<file path="config.mk">
export PLATFORM = sky130hd
export DESIGN_NAME = sspr_outq
export DESIGN_NICKNAME = d
export VERILOG_FILES = /design/src/hw/rtl/sspr_pkg.sv /design/src/hw/rtl/sspr_outq.sv
export SDC_FILE = /design/constraint.sdc
export NUM_CORES = 1
export LEC_CHECK = 0
export BUFFER_PORTS_ARGS = -buffer_cell sky130_fd_sc_hd__buf_4
export CORE_ASPECT_RATIO = 0.75
export CORE_MARGIN = 2
export CORE_UTILIZATION = 40
export CTS_CLUSTER_SIZE = 20
export DETAILED_ROUTE_END_ITERATION = 8
export HOLD_SLACK_MARGIN = 0.03
export MAX_ROUTING_LAYER = met4
export PLACE_DENSITY = 0.59
export SLEW_MARGIN = 0
export SYNTH_ARGS = -nofsm -noshare
export SYNTH_HDL_FRONTEND = slang
export SYNTH_SLANG_ARGS = --single-unit
export TNS_END_PERCENT = 10
</file>
<file path="constraint.sdc">
create_clock -name clk -period 5.4 [get_ports clk]
set_clock_uncertainty 0.05 [all_clocks]
set_input_delay 0.54 -clock clk [delete_from_list [all_inputs] [get_ports clk]]
set_output_delay 0.54 -clock clk [all_outputs]
set_load 0.02 [all_outputs]
</file>
<file path="src/hw/rtl/sspr_pkg.sv">
// ============================================================================
// sspr_pkg
// Shared codes, constants and types of the servo status packet receiver.
// ============================================================================
`default_nettype none

package sspr_pkg;

    localparam logic [1:0] OP_REGISTER = 2'd0;
    localparam logic [1:0] OP_RX_BYTE  = 2'd1;
    localparam logic [1:0] OP_READ     = 2'd2;
    localparam logic [1:0] OP_CLEAR    = 2'd3;

    localparam logic [1:0] ST_GOOD     = 2'd0;
    localparam logic [1:0] ST_CHECKSUM = 2'd1;
    localparam logic [1:0] ST_SHORT    = 2'd2;

    localparam logic KIND_PACKET = 1'b0;
    localparam logic KIND_READ   = 1'b1;

    localparam logic [7:0] HEADER_BYTE = 8'hFF;

    localparam int OUTQ_DEPTH = 3;
    localparam int PBUF_DEPTH = 512;

    typedef struct packed {
        logic       report_kind;
        logic [7:0] packet_id;
        logic [7:0] error_bits;
        logic [1:0] packet_status;
        logic       stored_flag;
        logic [3:0] pending_slots;
        logic [7:0] data_byte;
        logic       slot_answered;
    } result_t;

    typedef struct packed {
        logic       valid;
        logic       bank;
        logic [7:0] slot;
        logic [7:0] start;
        logic [7:0] count;
    } copy_req_t;

    typedef struct packed {
        logic copy_busy;
        logic clearing;
    } writer_status_t;

endpackage

`default_nettype wire

</file>
<file path="src/hw/rtl/sspr_outq.sv">
// ============================================================================
// sspr_outq
// Small result queue in front of the master-side stream.
// ============================================================================
`default_nettype none

module sspr_outq import sspr_pkg::*; (
    input  logic       clk,
    input  logic       rst_n,
    input  logic       wr_en,
    input  result_t    wr_data,
    output logic       out_valid,
    output result_t    out_data,
    input  logic       out_ready,
    output logic [1:0] count
);

    result_t    ent_reg [OUTQ_DEPTH];
    logic [1:0] wp_reg, wp_next;
    logic [1:0] rp_reg, rp_next;
    logic [1:0] cnt_reg, cnt_next;
    logic       pop;

    assign out_valid = (cnt_reg != 2'd0);
    assign out_data  = ent_reg[rp_reg];
    assign pop       = out_valid && out_ready;
    assign count     = cnt_reg;

    always_comb
    begin
        wp_next = wp_reg;
        rp_next = rp_reg;
        if (wr_en)
        begin
            wp_next = (wp_reg == 2'(OUTQ_DEPTH - 1)) ? 2'd0 : wp_reg + 2'd1;
        end
        if (pop)
        begin
            rp_next = (rp_reg == 2'(OUTQ_DEPTH - 1)) ? 2'd0 : rp_reg + 2'd1;
        end
        cnt_next = cnt_reg + {1'b0, wr_en} - {1'b0, pop};
    end

    always_ff @(posedge clk or negedge rst_n)
    begin
        if (!rst_n)
        begin
            wp_reg  <= 2'd0;
            rp_reg  <= 2'd0;
            cnt_reg <= 2'd0;
        end
        else
        begin
            wp_reg  <= wp_next;
            rp_reg  <= rp_next;
            cnt_reg <= cnt_next;
        end
    end

    always_ff @(posedge clk)
    begin
        if (wr_en)
        begin
            ent_reg[wp_reg] <= wr_data;
        end
    end

endmodule

`default_nettype wire

</file>
==> metrics.csv <==
metric,value,unit
HPWL reported at the end of detailed placement,3946,um
Clock Latency Late Sink,0.33,ns
number of primary I/O pins,73,
critical path data required time,4.81,ns
"delay-heaviest family, CP",flip-flops,
routed vias/inst,4.640,
final period utilization,0.4900,
Critical Setup Path Class,reg2out,
total via count in the routed design,2074,
PD cells,526.7,nW/um2
endpoints failing setup,0,
largest area contributor in the netlist,edfxtp_1,
number of nets in the finished design,349,
count of buffer and inverter cells on the critical path,1,
Area growth syn-to-layout,24.18,%
list of cells traversed by the critical path,mux2i_1 > o21ai_1 > buf_4,
result of the run,finished clean,
Final Wtd Congestion,0.6674,
Yosys warning count,0,
largest incremental delay on the critical path,1.07,ns
tightest slew margin relative to the limit,0.2396,
post-synthesis average cell area,16.96,um2
number of synthesized register bits,105,
CTS tree,yes,
Max Clk Rate,0.3780,GHz
top post-synthesis cells by count,"edfxtp_1, mux2i_1, nand2_1",
CTS Root Cell,clkbuf_16,
Clock Tree Buf Depth,2,
routed wire length,6559,um
drt initial violations,137,
core utilization of the finished layout,0.5124,
Critical Path AT,2.06,ns
actual transition at the worst max-transition pin,1.141,ns
final setup TNS,0,ns
TritonCTS Sinks,105,
Post-Syn Area,3985,um2
DRC violations left,0,
"slowest stage cell, crit path",dfrtp_2,
antenna diode count,0,
number of enable-type register cells in the synthesized netlist,99,
asr flop ratio synth,0.05714,
top area cells in the synthesized netlist,"edfxtp_1, mux2i_1, dfrtp_1",
Initial Util,0.4126,
register area share after synthesis,0.7837,
Synth top area share,0.7460,
TritonCTS Buffers,9,
first-pass GRT wire length,10620,um
minimum period implied by the final worst setup slack,2.646,ns
post-synthesis net count,274,
max reg flops,99,
number of antenna violations at the first check in global routing,0,
routed length per instance,14.67,um
classification of the worst-slack hold path,in2reg,
die width,119.3,um
RSZ-0062 raised after global routing,false,
Die Span Y,90.44,um
largest driver fanout on the critical path,36,
# rows,31,
total chip power,2.606,mW
fill cell instance count of the final layout,802,
area of the die,10790,um2
Peak supply drop,0.0002729,V
share of final-layout standard cells stronger than drive strength 1,0.3079,
max cap viols,0,
WHS,0.3435,ns
total count of hold-check failures in the final report,0,
GR Util All Layers,0.1357,
port buffer count,72,
final critical-path setup slack,2.754,ns
cell count after synthesis,235,
count of final max-slew check failures,0,
most frequently used flop master after synthesis,edfxtp_1,
setup slack after placement,3.079,ns
count of TritonRoute iterations in the first routing pass,4,
leftover overflow at the end of global routing,0,
core region area,9658,um2
Critical Path Source Type,register,
clk slew on worst S/H paths,0.07,ns
kind of end point of the critical path,output pin,
deepest level of the CTS H-tree,3,
vias in the first global route,2048,
number of different library cells in the post-synthesis netlist,22,
most frequent cell after synthesis,edfxtp_1,
largest net degree at the start of global routing,70,
post-cts repair resize count,0,
Post-DRT Antenna Nets,0,
Static Leak,1.849,nW
## cell usage in the layout, fill, tap and decap left out, types with 2 or more instances in the layout
master	n
clkinv_2	2
mux2i_1	34
clkbuf_16	9
xnor2_1	2
dfrtp_2	2
nor3b_2	2
buf_4	74
nand2_1	34
mux2_2	2
ha_1	2
o21ai_1	29
bufinv_16	2
edfxtp_1	99
dfrtp_1	4
o21ai_0	5
inv_1	4
## report_power, final
group | total [mW] | switching [mW] | internal (mW)
clock network | 0.663 | 0.260 | 0.403
logic | 0.758 | 0.402 | 0.356
registers | 1.19 | 0.162 | 1.02
## metal layers
| metal | GRT usage | wire (um) |
|---|---|---|
| met2 | 0.2021 | 3015 |
| met4 | 0.04167 | 48 |
| met5 | - | 0 |
| met1 | 0.1746 | 3146 |
| met3 | 0.04924 | 347 |
## kinds of logic (layout without fill, tap and decap cells)
| group | count (synthesis) | after routing | synth area share |
|---|---|---|---|
| buf+inv | 15 | 95 | 0.02857 |
| compound gates | 35 | 35 | 0.04458 |
| flops | 105 | 105 | 0.7837 |
| fa+ha+maj | 2 | 2 | 0.006278 |
| xor+xnor | 2 | 2 | 0.004396 |
| simple gates | 40 | 40 | 0.04144 |
| mux | 36 | 36 | 0.09105 |
## through the flow
stage | std cells | cell area, um2
final | 447 | 4949
after global routing | 447 | 4949
after CTS | 447 | 4949
after detailed placement | 430 | 4627
after global placement | 430 | 4627
after floorplan | 235 | 3985
## worst paths after layout
check	start	endpoint	slack [ns]	cells after the start
min in group asynchronous	rst_n	count[0]	0.50	2
max in group asynchronous	rst_n	rp_reg[0]	4.67	2
hold reg to reg	count[1]	count[1]	0.48	1
hold / removal	wr_data[16]	ent_reg[2][16]	0.34	1
setup reg to reg	wp_reg[1]	ent_reg[0][23]	3.34	2
setup / recovery	rp_reg[0]	out_data[26]	2.75	3
## layout make-up
cell class,instances,area (um2),share of cell area
multi-input combinational,115,765.7,0.1547
tap,132,165.2,0.03338
inverter,4,15.01,0.003034
clock buffer,10,229.0,0.04627
sequential,105,3126,0.6316
timing repair buffer,75,565.5,0.1143
clock inverter,6,82.58,0.01669
## what timing repair did
item | CTS | global route
endpoints found under the hold margin | 6 | 0
setup buffers | 0 | 0
hold buffers | 1 | 0
Note: power is estimated with default switching activity, not from simulation.
