`config.mk`:
```
export PLATFORM = sky130hd
export DESIGN_NAME = sspr_writer
export DESIGN_NICKNAME = d
export VERILOG_FILES = /design/src/hw/rtl/sspr_pkg.sv /design/src/hw/rtl/sspr_writer.sv
export SDC_FILE = /design/constraint.sdc
export NUM_CORES = 1
export LEC_CHECK = 0
export BUFFER_PORTS_ARGS = -buffer_cell sky130_fd_sc_hd__buf_2
export CAP_MARGIN = 20
export CORE_MARGIN = 2
export CORE_UTILIZATION = 37
export DETAILED_ROUTE_END_ITERATION = 6
export RECOVER_POWER = 50
export SETUP_SLACK_MARGIN = 0.4
export SYNTH_ARGS = -nofsm -noshare
export SYNTH_HDL_FRONTEND = slang
export SYNTH_SLANG_ARGS = --single-unit
```
`constraint.sdc`:
```
create_clock -name clk -period 2.2 [get_ports clk]
set_input_delay 0 -clock clk [delete_from_list [all_inputs] [get_ports clk]]
set_output_delay 0 -clock clk [all_outputs]
set_load 0.005 [all_outputs]
```
`src/hw/rtl/sspr_pkg.sv`:
```
// ============================================================================
// sspr_pkg
// Shared codes, constants and types of the servo status packet receiver.
// ============================================================================
`default_nettype none

package sspr_pkg;

    localparam logic [1:0] OP_REGISTER = 2'd0;
    localparam logic [1:0] OP_RX_BYTE  = 2'd1;
    localparam logic [1:0] OP_READ     = 2'd2;
    localparam logic [1:0] OP_CLEAR    = 2'd3;

    localparam logic [1:0] ST_GOOD     = 2'd0;
    localparam logic [1:0] ST_CHECKSUM = 2'd1;
    localparam logic [1:0] ST_SHORT    = 2'd2;

    localparam logic KIND_PACKET = 1'b0;
    localparam logic KIND_READ   = 1'b1;

    localparam logic [7:0] HEADER_BYTE = 8'hFF;

    localparam int OUTQ_DEPTH = 3;
    localparam int PBUF_DEPTH = 512;

    typedef struct packed {
        logic       report_kind;
        logic [7:0] packet_id;
        logic [7:0] error_bits;
        logic [1:0] packet_status;
        logic       stored_flag;
        logic [3:0] pending_slots;
        logic [7:0] data_byte;
        logic       slot_answered;
    } result_t;

    typedef struct packed {
        logic       valid;
        logic       bank;
        logic [7:0] slot;
        logic [7:0] start;
        logic [7:0] count;
    } copy_req_t;

    typedef struct packed {
        logic copy_busy;
        logic clearing;
    } writer_status_t;

endpackage

`default_nettype wire

```
`src/hw/rtl/sspr_writer.sv`:
```
// ============================================================================
// sspr_writer
// Table write engine: clearing sweep after reset and parameter copy from the
// packet buffer into a slot's table region, one byte per cycle.
// ============================================================================
`default_nettype none

module sspr_writer import sspr_pkg::*; #(
    parameter int ID_SLOTS    = 8,
    parameter int TABLE_BYTES = 256
) (
    input  logic           clk,
    input  logic           rst_n,
    input  copy_req_t      req,
    output logic [8:0]     buf_raddr,
    input  logic [7:0]     buf_rdata,
    output logic           tbl_we,
    output logic [$clog2(ID_SLOTS * (2 ** $clog2(TABLE_BYTES)))-1:0] tbl_waddr,
    output logic [7:0]     tbl_wdata,
    output writer_status_t status
);

    localparam int SW        = (ID_SLOTS > 1) ? $clog2(ID_SLOTS) : 1;
    localparam int AW        = $clog2(TABLE_BYTES);
    localparam int TBL_DEPTH = ID_SLOTS * (2 ** AW);
    localparam int TBL_AW    = $clog2(TBL_DEPTH);

    logic              act_reg, act_next;
    logic              wp_reg;
    logic              clr_reg, clr_next;
    logic [TBL_AW-1:0] clr_idx_reg, clr_idx_next;
    logic [7:0]        k_reg, k_next;
    logic              bank_reg;
    logic [SW-1:0]     slot_reg;
    logic [7:0]        start_reg;
    logic [7:0]        cnt_reg;
    logic [8:0]        wa_reg;
    logic [SW-1:0]     req_slot;
    logic [SW+AW-1:0]  copy_addr;

    assign req_slot = req.slot[SW-1:0];

    always_comb
    begin
        act_next = act_reg;
        k_next   = k_reg;
        if (act_reg)
        begin
            k_next = k_reg + 8'd1;
            if (8'(k_reg + 8'd1) == cnt_reg)
            begin
                act_next = 1'b0;
            end
        end
        if (req.valid)
        begin
            k_next   = 8'd0;
            act_next = (req.count != 8'd0);
        end

        clr_next     = clr_reg;
        clr_idx_next = clr_idx_reg;
        if (clr_reg)
        begin
            clr_idx_next = clr_idx_reg + 1'b1;
            if (clr_idx_reg == TBL_AW'(TBL_DEPTH - 1))
            begin
                clr_next = 1'b0;
            end
        end
    end

    always_ff @(posedge clk or negedge rst_n)
    begin
        if (!rst_n)
        begin
            act_reg     <= 1'b0;
            wp_reg      <= 1'b0;
            clr_reg     <= 1'b1;
            clr_idx_reg <= '0;
            k_reg       <= 8'd0;
        end
        else
        begin
            act_reg     <= act_next;
            wp_reg      <= act_reg;
            clr_reg     <= clr_next;
            clr_idx_reg <= clr_idx_next;
            k_reg       <= k_next;
        end
    end

    always_ff @(posedge clk)
    begin
        if (req.valid)
        begin
            bank_reg  <= req.bank;
            slot_reg  <= req_slot;
            start_reg <= req.start;
            cnt_reg   <= req.count;
        end
        wa_reg <= {1'b0, start_reg} + {1'b0, k_reg};
    end

    assign buf_raddr = {bank_reg, k_reg};
    assign copy_addr = {slot_reg, wa_reg[AW-1:0]};

    assign tbl_we    = clr_reg || (wp_reg && (wa_reg < 9'(TABLE_BYTES)));
    assign tbl_waddr = clr_reg ? clr_idx_reg : copy_addr[TBL_AW-1:0];
    assign tbl_wdata = clr_reg ? 8'h00 : buf_rdata;

    assign status.copy_busy = act_reg || wp_reg;
    assign status.clearing  = clr_reg;

endmodule

`default_nettype wire

```
==> out/qor.yml, run 1 <==
hold_path:
  min_from: "req[25]"
  hold_path_class: "primary input to flip-flop"
cells_and_area:
  drive_above_1_share_pct: 32.7
  largest_register_ffs: 11
  area_delta_synth_final_pct: 30.5
  insertedDiodeCount: 0
  nNetsFinal: 340
detailed_routing:
  routedWlPerCell_um: 12.5
  vias_per_cell: 4.73
  dr.pass1.iters: 4
  vias: 1753
  route.detailed.drc: 0
  routed_wl_um: 4650
  postRouteAntennaNets: 0
  drt_first_iter_violations: 54
logic_synthesis:
  synth_area_leader_cell: "edfxtp_1"
  synth_nets: 254
  synth-edff-count: 20
  synth-main-ff-cell: "dfrtp_1"
  yosysWarnings: 0
  synth_cell_types: 45
  synth_common_cells: "21 x dfrtp_1, 21 x xnor2_1, 20 x edfxtp_1"
  postSynthCellCount: 207
  synth-seq-area-share_pct: 54.8
  synthTopCellsByArea: "edfxtp_1 25%, dfrtp_1 22%, xnor2_1 7.6%"
  syn_area_um2: 2430
  yosysTopAreaCellShare_pct: 24.7
  async_reset_ff_share_pct: 43.1
  synth.avg_cell_area_um2: 11.8
  synth_seq_cells: 51
critical_path:
  rr_startpoint: "start_reg[0]$_DFFE_PP_"
  critPathKind: "flip-flop to flip-flop"
  worstSetupEndpointType: "flip-flop"
  path_max_fanout: 3
  worstSetupStartpoint: "start_reg[0]$_DFFE_PP_"
  critPathArrivalTime_ns: 1.93
  cp-start-kind: "flip-flop"
  critical_path_required_ns: 2.39
global_route:
  first_global_vias: 1759
  grt.overflow.total: 0
  grt_usage_pct: 13.6
  grt_use_met2_pct: 24.3
  use_met1_pct: 16.5
  grt.busiest_layer: "met2"
  grt_pass1_wl_um: 7860
  grt_antenna_before_repair: 0
  grt_use_met3_pct: 3.02
  grt_max_degree: 30
cts:
  clock_sinks: 51
  cts_made_buffers: 5
  clk_pin_slew_ns: 0.09
  root_buffer: "clkbuf_8"
  cts_tree: "done"
  h-tree-depth: 2
  cts_buffer_depth: 2
  insertion_delay_ns: 0.29
flow_run:
  drv_cap: 1
outcome:
  violations: "capacitance limit, slew limit"
  status: "finished with violations"
die:
  row_count: 29
  dieArea_um2: 7240
  num_io_pins: 67
  start_util_pct: 38.3
  design.core.area_um2: 6350
  die_h_um: 85.1
  dieWidth_um: 85.1
timing:
  relSlewSlack_pct: -0.860
  hold_slack_ns: 0.0217
  clock_skew_ns: 0.00490
  fin_setup_tns_ns: 0
  drv_slew: 30
  worst_slew_pin_slew_ns: 1.51
  fin_crit_ns: 1.74
  final-hold-violation-count: 0
  max_freq_mhz: 574
  setup-violations-final: 0
  grt_setup_unrepaired: "true"
  min_period_over_period_pct: 79.1
power_and_ir_drop:
  irDropWorstVdd_mv: 0.286
  power.density_nw_per_um2: 594
  leakage_nw: 1.39
placed_design:
  io_buffer_count: 61
  dpl.hpwl_um: 3290
  place_congestion: 0.753
## worst max-delay path, stage by stage (launching register included)
cell and delay [ns]:
edfxtp_1 0.42, ha_4 0.19, inv_2 0.05, fa_2 0.21, nor2b_2 0.05, o21ai_2 0.17
a21boi_2 0.09, o31a_1 0.30, o22a_1 0.16
## final cells by class
cell class / count / area, um^2
timing repair buffer: 89 / 557
multi-input combinational: 138 / 1070
fill: 586 / 3180
clock buffer: 8 / 80.1
sequential: 51 / 1340
tap: 77 / 96.3
inverter: 8 / 30.0
## metrics by stage
step | power [mW] | utilization (%) | cells | instance area, um^2 | setup slack [ns]
final | 1.88 | 50.0 | 371 | 3170 | 0.459
after global routing | 2.00 | 50.0 | 371 | 3170 | 0.325
after CTS | 1.90 | 48.9 | 367 | 3100 | 0.437
after detailed placement | 1.36 | 44.1 | 337 | 2800 | 0.262
after global placement | 1.35 | 44.1 | 337 | 2800 | 0.311
after floorplan | 1.24 | - | 207 | 2430 | 0.436
## final timing paths
kind / endpoint / slack, ns / cells after the start
max in group asynchronous: k_reg[2]$_DFFE_PN0P_ / 0.89 / 2
min in group asynchronous: clr_idx_reg[8]$_DFFE_PN0P_ / 0.49 / 2
max reg2reg: wa_reg[8]$_DFF_P_ / 0.46 / 8
max: wa_reg[8]$_DFF_P_ / 0.46 / 8
min reg2reg: clr_reg$_DFF_PN1_ / 0.49 / 1
min: act_reg$_DFF_PN0_ / 0.02 / 3
## logic make-up (layout without fill, tap and decap cells)
group / Yosys count / in the layout / synth area share (%)
AO/OA/AOI/OAI: 22 / 22 / 6.02
flip-flops: 51 / 51 / 54.8
multiplexers: 12 / 12 / 5.50
XOR/XNOR: 31 / 31 / 11.2
adder cells (fa/ha/maj): 11 / 11 / 5.97
buffers and inverters: 18 / 105 / 3.34
AND/OR/NAND/NOR: 62 / 62 / 13.2
## metal layers
metal,up-vias,wire length [um]
li1,890,-
met1,823,2000
met2,35,2440
met4,0,45
met3,5,170
met5,-,0
## report_power, final
group	total [mW]	internal [mW]	leakage [nW]	switching (mW)
Combinational	0.288	0.165	0.790	0.122
Sequential	1.09	1.06	0.562	0.0347
Clock	0.506	0.227	0.0395	0.279
## what timing repair did
| item | CTS | global route |
|---|---|---|
| resized for setup | 3 | 14 |
| setup endpoints to repair | 2 | 4 |
| hold buffers | 21 | 0 |
| pin swaps | 0 | 7 |
| endpoints found under the hold margin | 41 | 0 |
| buffers inserted | 1 | 4 |
## cell usage in the layout (no fill, tap or decap), types with 8 or more instances in the layout
cell type	netlist	routed
buf_2	2	55
mux2_2	11	11
clkbuf_1	3	10
edfxtp_1	20	20
dfxtp_1	9	9
nand2_1	13	13
xnor2_1	21	21
nor2b_1	9	8
dfrtp_1	21	18
xor2_1	10	10
dlygate4sd3_1	0	21
nor2_1	14	14
Power figures use the tool's default switching activity.
==> inputs of run 2 (changes only) <==
clock period = 1.67 ns   (was 2.2 ns; I/O delays follow)
==> run 2 against run 1 <==
Against the previous run: the flow now finishes without violations; fmax up 5.7%; total power up 44%; count of clock-buffer cells in the layout down 1; combinational power up 87%; global-route usage up 1.2 points; clock skew up 0.0053 ns; final area up 18%; critical path type unchanged; critical endpoint is now act_reg$_DFF_PN0_; highest routed layer unchanged.
==> out/qor.yml, run 2 (synthesis gave the netlist of run 1 again) <==
outcome:
  status: "completed"  # was finished with violations
cells_and_area:
  area_delta_synth_final_pct: 53.3  # was 30.5%
  nNetsFinal: 368  # was 340
  layout_common_cells: "46 x buf_2, 27 x buf_6, 21 x dlygate4sd3_1, 20 x edfxtp_1, 18 x xnor2_1"  # was 55 x buf_2, 21 x xnor2_1, 21 x dlygate4sd3_1, 20 x edfxtp_1, 18 x dfrtp_1
  largest_register_ffs: 11  # unchanged
  insertedDiodeCount: 0  # unchanged
  drive_above_1_share_pct: 47.8  # was 32.7%
  finalNonFillerCells: 399  # was 371
  fill_cells: 554  # was 586
  final_common_cell: "buf_2"  # unchanged
detailed_routing:
  vias_per_cell: 4.81  # was 4.73
  postRouteAntennaNets: 0  # unchanged
  routed_wl_um: 5390  # was 4650 um
  dr.pass1.iters: 4  # unchanged
  drt_first_iter_violations: 41  # was 54
  vias: 1918  # was 1753
  route.detailed.drc: 0  # unchanged
  routedWlPerCell_um: 13.5  # was 12.5 um
critical_path:
  worstSetupEndpointType: "flip-flop"  # unchanged
  rr_startpoint: "k_reg[0]$_DFFE_PN0P_"  # was start_reg[0]$_DFFE_PP_
  cp_slowest_cell: "dfrtp_2"  # was edfxtp_1
  critical_path.top_delay_family: "flip-flops"  # was compound AO/OA/AOI/OAI gates
  worstSetupStartpoint: "k_reg[0]$_DFFE_PN0P_"  # was start_reg[0]$_DFFE_PP_
  crit_cells: 6  # was 8
  path_max_fanout: 4  # was 3
  critical_path_buf_inv_count: 1  # unchanged
  path_cells: "buf_6, and3_4, and4_4, xnor2_1, o31ai_1, a32oi_1"  # was ha_4, inv_2, fa_2, nor2b_2, o21ai_2, a21boi_2, o31a_1, o22a_1
  critPathKind: "flip-flop to flip-flop"  # unchanged
  cp-start-kind: "flip-flop"  # unchanged
  r2r_cells: 6  # was 8
  critical_path_required_ns: 1.84  # was 2.39 ns
  slowest_delay_ns: 0.44  # was 0.42 ns
  critPathArrivalTime_ns: 1.82  # was 1.93 ns
global_route:
  grt_max_degree: 23  # was 30
  first_global_vias: 1869  # was 1759
  grt_pass1_wl_um: 8580  # was 7860 um
  grt_antenna_before_repair: 0  # unchanged
  grt_usage_pct: 14.9  # was 13.6%
  grt.overflow.total: 0  # unchanged
timing:
  timing.final.ws_setup_ns: 0.0225  # was 0.459 ns
  fin_crit_ns: 1.65  # was 1.74 ns
  min_period_over_period_pct: 98.7  # was 79.1%
  fin_setup_tns_ns: 0  # unchanged
  worst_slew_pin_slew_ns: 1.26  # was 1.51 ns
  grt_setup_unrepaired: "true"  # unchanged
  hold_slack_ns: 0.159  # was 0.0217 ns
  relSlewSlack_pct: 15.8  # was -0.860%
  clock_skew_ns: 0.0102  # was 0.00490 ns
  setup-violations-final: 0  # unchanged
  drv_slew: 0  # was 30
  max_freq_mhz: 607  # was 574 MHz
  final-hold-violation-count: 0  # unchanged
hold_path:
  min_from: "req[2]"  # was req[25]
  holdPathStages: 4  # was 3
  hold_path_class: "primary input to flip-flop"  # unchanged
die:
  num_io_pins: 67  # unchanged
  row_count: 29  # unchanged
  start_util_pct: 38.3  # unchanged
  die_h_um: 85.1  # unchanged
  design.core.area_um2: 6350  # unchanged
  dieArea_um2: 7240  # unchanged
  dieWidth_um: 85.1  # unchanged
cts:
  root_buffer: "clkbuf_8"  # unchanged
  cts_buffer_depth: 2  # unchanged
  clk_pin_slew_ns: 0.09  # about the same
  cts_made_buffers: 5  # unchanged
  insertion_delay_ns: 0.30  # was 0.29 ns
  cts_tree: "done"  # unchanged
  clock_sinks: 51  # unchanged
  h-tree-depth: 2  # unchanged
power_and_ir_drop:
  power.density_nw_per_um2: 725  # was 594 nW/um^2
  leakage_nw: 1.73  # was 1.39 nW
  irDropWorstVdd_mv: 0.486  # was 0.286 mV
placed_design:
  dp.cells: 351  # was 337
  place_congestion: 0.751  # was 0.753
  dpl.hpwl_um: 3490  # was 3290 um
  io_buffer_count: 61  # unchanged
  pre_cts_ws_ns: -0.0569  # was 0.262 ns
flow_run:
  drv_cap: 0  # was 1
## run 2: cell count changes in the layout (fill, tap and decap cells not counted), sizes merged
cell / previous run / this run
buf: 61 / 91
clkbuf: 15 / 12
clkinv: 0 / 1
## run 2: per-stage QoR
| step | utilization [%] | cell area, um^2 | total power, mW |
|---|---|---|---|
| floorplan | - | 2490 | 1.65 |
| global placement | 46.5 | 2950 | 1.82 |
| detailed placement | 46.5 | 2950 | 1.83 |
| CTS | 55.5 | 3520 | 2.69 |
| global route | 58.7 | 3730 | 2.82 |
| finish | 58.7 | 3730 | 2.71 |
## run 2: metal layers
metal  GRT usage, %  part of all wire [%]
met5              0                     0
met2           27.1                    53
met3           3.50                   5.9
met1           17.6                    40
met4           3.46                  0.76
## run 2: repair_timing
| item | CTS | global route |
|---|---|---|
| gates resized for setup | 46 | 36 |
| buffers inserted | 9 | 9 |
| endpoints found under the setup margin | 38 | 43 |
| pin swaps | 16 | 25 |
| endpoints found under the hold margin | 41 | 0 |
| hold buffers | 21 | 0 |
| gates cloned | 0 | 1 |
## run 2: layout make-up
cell class / count / area (um^2) / share of cell area [%]
clock buffer: 7 / 86.3 / 2.31
clock inverter: 1 / 5.00 / 0.134
inverter: 8 / 35.0 / 0.939
multi-input combinational: 138 / 1260 / 33.9
sequential: 51 / 1340 / 35.9
tap: 77 / 96.3 / 2.58
timing repair buffer: 117 / 906 / 24.3
## run 2: final timing paths
path | slack, ns | to
min in group asynchronous | 0.49 | clr_idx_reg[10]$_DFFE_PN0P_
max in group asynchronous | 0.35 | act_reg$_DFF_PN0_
setup reg to reg | 0.02 | act_reg$_DFF_PN0_
setup / recovery | 0.02 | act_reg$_DFF_PN0_
hold reg to reg | 0.44 | wp_reg$_DFF_PN0_
hold / removal | 0.16 | act_reg$_DFF_PN0_
## run 2: worst reg2reg max path, delay by kind of cell, from the launching register on
family	cells	cell delay, ns
flip-flops	1	0.44
AO/OA/AOI/OAI	2	0.43
AND/OR/NAND/NOR	2	0.38
buffers and inverters	1	0.14
XOR/XNOR	1	0.14
## run 2: power breakdown
group / internal, mW / switching, mW / leakage [nW]
Combinational: 0.337 / 0.201 / 1.12
Clock: 0.335 / 0.392 / 0.0482
Sequential: 1.39 / 0.0480 / 0.562
Total: 2.06 / 0.641 / 1.73
